## src/hw/rtl/mpc_weighted_gram_hessian_top_assert.svh

```systemverilog
// Assertion macros for the weighted Gram Hessian block.
`ifndef MPC_WEIGHTED_GRAM_HESSIAN_TOP_ASSERT_SVH
`define MPC_WEIGHTED_GRAM_HESSIAN_TOP_ASSERT_SVH

// Implication checked on every clock edge outside reset.
`define MWGH_ASSERT_IMP(lbl, ante, cons) \
	lbl: assert property (@(posedge clk) disable iff (!arst_n) (ante) |-> (cons)) \
		else $error("assertion failed");

// Next-cycle implication checked outside reset.
`define MWGH_ASSERT_NXT(lbl, ante, cons) \
	lbl: assert property (@(posedge clk) disable iff (!arst_n) (ante) |=> (cons)) \
		else $error("assertion failed");

`endif

```

## src/hw/rtl/mwgh_ram.sv

```systemverilog
module mwgh_ram #(
	parameter int WIDTH = 32,
	parameter int DEPTH = 8
) (
	input  logic                     clk,
	input  logic                     we,
	input  logic [$clog2(DEPTH)-1:0] waddr,
	input  logic [WIDTH-1:0]         wdata,
	input  logic [$clog2(DEPTH)-1:0] raddr,
	output logic [WIDTH-1:0]         rdata
);
	logic [WIDTH-1:0] mem [DEPTH];

	always_ff @(posedge clk) begin
		if (we) begin
			mem[waddr] <= wdata;
		end
		rdata <= mem[raddr];
	end
endmodule

```

## config.mk

```make
export PLATFORM = sky130hd
export DESIGN_NAME = mwgh_ram
export DESIGN_NICKNAME = d
export VERILOG_FILES = /design/src/hw/rtl/mpc_weighted_gram_hessian_top_assert.svh /design/src/hw/rtl/mwgh_ram.sv
export SDC_FILE = /design/constraint.sdc
export NUM_CORES = 1
export LEC_CHECK = 0
export BUFFER_PORTS_ARGS = -buffer_cell sky130_fd_sc_hd__buf_2
export CAP_MARGIN = 10
export CELL_PAD_IN_SITES_DETAIL_PLACEMENT = 1
export CELL_PAD_IN_SITES_GLOBAL_PLACEMENT = 1
export CORE_ASPECT_RATIO = 1.75
export CORE_UTILIZATION = 53
export CTS_CLUSTER_SIZE = 30
export DETAILED_ROUTE_END_ITERATION = 12
export GPL_TIMING_DRIVEN = 0
export PLACE_DENSITY = 0.83
export SETUP_SLACK_MARGIN = 0.05
export SYNTH_ARGS = -nofsm -noshare
export SYNTH_HDL_FRONTEND = slang
export SYNTH_SLANG_ARGS = --single-unit
```

## constraint.sdc

```tcl
create_clock -name clk -period 4.6 [get_ports clk]
set_clock_uncertainty 0.2 [all_clocks]
set_input_delay 0.46 -clock clk [delete_from_list [all_inputs] [get_ports clk]]
set_output_delay 0.46 -clock clk [all_outputs]
set_load 0.02 [all_outputs]
```

==> flow_metrics.tcl <==
set metrics [dict create \
    clockRootBuffer "clkbuf_16" \
    grtUsageTotal_pct 22.3 \
    start_kind "input pin" \
    vias 4715 \
    cp_data_required_time_ns 4.62 \
    final_nets 571 \
    power.density_nw_per_um2 441 \
    postPlaceCellArea_um2 11400 \
    drv.max_cap_violation_count 0 \
    hold_depth 1 \
    rsz0062_at_grt "no" \
    p_sw_mw 1.12 \
    clk_latency_ns 0.52 \
    grt_pass1_wl_mm 32.3 \
    hp-class "in2reg" \
    period_needed_ns 2.40 \
    ios 72 \
    endpoint_kind "register" \
    synth_area_leaders "edfxtp_1, mux4_1, dfxtp_1" \
    ys_seq_area_share_pct 79.6 \
    syn_nets 455 \
    grt_start_max_net_pins 25 \
    core_area_um2 19300 \
    rr_startpoint "mem[2][12]$_DFFE_PP_" \
    antenna_left 0 \
    drtIter0Drc 233 \
    htree_levels 1 \
    numClockSinks 288 \
    ctsResizeCount 0 \
    fin_tns_setup_ns 0 \
    synth.distinct_cells 13 \
    status "complete, no violations" \
    syn_avg_cell_area_um2 25.2 \
    synth_area_um2 10500 \
    gp_congestion 0.696 \
    hold_path_end "mem[2][0]$_DFFE_PP_" \
    finalHoldWorstSlack_ns 0.0183 \
    ys_ff_latch 288 \
    row_count 67 \
    leakage_nw 4.21 \
    dieHeight_um 188 \
    yosys_warnings 0 \
    fmax_ghz 0.416 \
    synth_top_area_cell "edfxtp_1" \
    grt_overflow 0 \
    p_int_mw 4.30 \
    setup_viol 0 \
    peakVddDrop_uv 424 \
    port_buffers 68 \
    fin_area_um2 12300 \
    hold_viol_final 0 \
    r2r_cells 2 \
    cts_buffers 25 \
    start_util_pct 54.3 \
    power_switching_share_pct 20.6 \
    tritoncts "done" \
    fin_util_pct 63.7 \
    clk_pin_slew_worst_paths_ns 0.07 \
    critPathKind "in2reg" \
    max_slew.worst_pin.slew_ns 1.03 \
    antenna_found_initial 1 \
    crit_arrival_ns 2.43 \
    dpl.hpwl_mm 13.2 \
    combPwrFrac_pct 6.1 \
    first_pass_iters 5 \
    die_area_um2 20300 \
    maxSlewHeadroom_pct 30.8 \
    slew_viol_final 0 \
    p_seq_share_pct 55.1 \
    hold_start "wdata[0]" \
    drcViolationCount 0 \
    rrSetupSlack_ns 2.99 \
    drive_gt1_share_pct 36.4 \
    die_w_um 108 \
    critPathMaxFanout 9 \
    grt_pass1_vias 5271 \
    setup_slack_ns 2.20 \
    fill_cells 1572 \
    syn_to_final_growth_pct 17.4 \
    r2r_end "rdata[12]$_DFF_P_" \
    synth_top_area_share_pct 73.4 \
    drt-total-wl_mm 21.5 \
    wire_per_inst_um 27.2 \
    clock_path_buffers 3 \
    syn_inst 415 \
    p_clk_share_pct 38.9 \
    post-route-period-util_pct 52.2 \
    vias_per_cell 5.95 \
    post-place-ws_ns 1.63 \
]
-- what timing repair did --
action / in CTS / in global routing
buffers inserted: 0 / 0
endpoints found under the hold margin: 48 / 0
hold buffers: 7 / 0
-- critical path, cell delays in order --
cell      delay, ns
buf_2          0.10
nand2b_1       0.28
nor3_2         0.84
buf_6          0.25
buf_6          0.15
buf_6          0.16
buf_6          0.17
-- cells in the final DEF (no fill, tap or decap), types with 6 or more instances in the layout --
| cell | count |
|---|---|
| dfxtp_1 | 32 |
| buf_2 | 74 |
| buf_6 | 15 |
| clkbuf_16 | 25 |
| dlygate4sd3_1 | 7 |
| mux2_2 | 32 |
| clkinv_2 | 6 |
| nor2_4 | 6 |
| mux4_1 | 40 |
| mux4_2 | 24 |
| clkbuf_1 | 6 |
| edfxtp_1 | 256 |
-- stage by stage --
| stage | power [mW] | std cells |
|---|---|---|
| final | 5.42 | 792 |
| after global routing | 5.56 | 792 |
| after CTS | 5.46 | 791 |
| after detailed placement | 3.37 | 738 |
| after global placement | 3.33 | 724 |
| after floorplan | 3.22 | 415 |
-- cell usage after synthesis --
cell type	number
nand2_1	2
mux4_2	24
edfxtp_1	256
nor2_1	6
buf_6	7
nand2b_1	3
buf_2	6
clkbuf_1	1
buf_1	4
nor3_1	2
mux4_1	40
dfxtp_1	32
mux2_2	32
-- state kept, by name (all words and copies together) (netlist names) --
name   count
mem      256
rdata     32
-- area by class of cell --
cell class	instances	area (um2)	area share, %
clock buffer	35	713	5.80
sequential	288	8330	67.8
buffer	18	128	1.04
tap	241	302	2.45
multi-input combinational	109	2070	16.8
timing repair buffer	89	636	5.17
clock inverter	11	116	0.947
antenna	1	2.50	0.0204
-- how the worst max path moves through the flow --
stage / start / end / slack (ns) / cells past startpoint
after floorplan: waddr[2] / mem[0][0]$_DFFE_PP_ / 1.09 / 2
after detailed placement: waddr[2] / mem[0][20]$_DFFE_PP_ / 1.63 / 7
after CTS: waddr[2] / mem[0][20]$_DFFE_PP_ / 2.18 / 7
after global placement: waddr[2] / mem[0][5]$_DFFE_PP_ / -1.34 / 3
final: waddr[2] / mem[0][20]$_DFFE_PP_ / 2.20 / 7
after global routing: waddr[2] / mem[0][17]$_DFFE_PP_ / 2.11 / 7
-- logic make-up after synthesis --
kind of cell | count (synthesis) | share of synthesized area, %
flops | 288 | 79.6
mux | 96 | 18.6
buf+inv | 18 | 1.22
simple gates | 13 | 0.562
-- per-layer routing --
layer | GRT usage (%) | wire length, um
met3 | 2.95 | 982
met4 | 6.90 | 452
met5 | 0 | 0
met1 | 27.9 | 8250
met2 | 39.9 | 11900
-- power groups by stage --
stage	clock network (mW)	registers, mW	logic (mW)
after floorplan	0	3.07	0.149
after global placement	0	3.03	0.297
after detailed placement	0	3.04	0.328
after CTS	2.15	2.98	0.335
after global routing	2.22	2.99	0.350
final	2.10	2.98	0.329
Note: power is estimated with default switching activity, not from simulation.
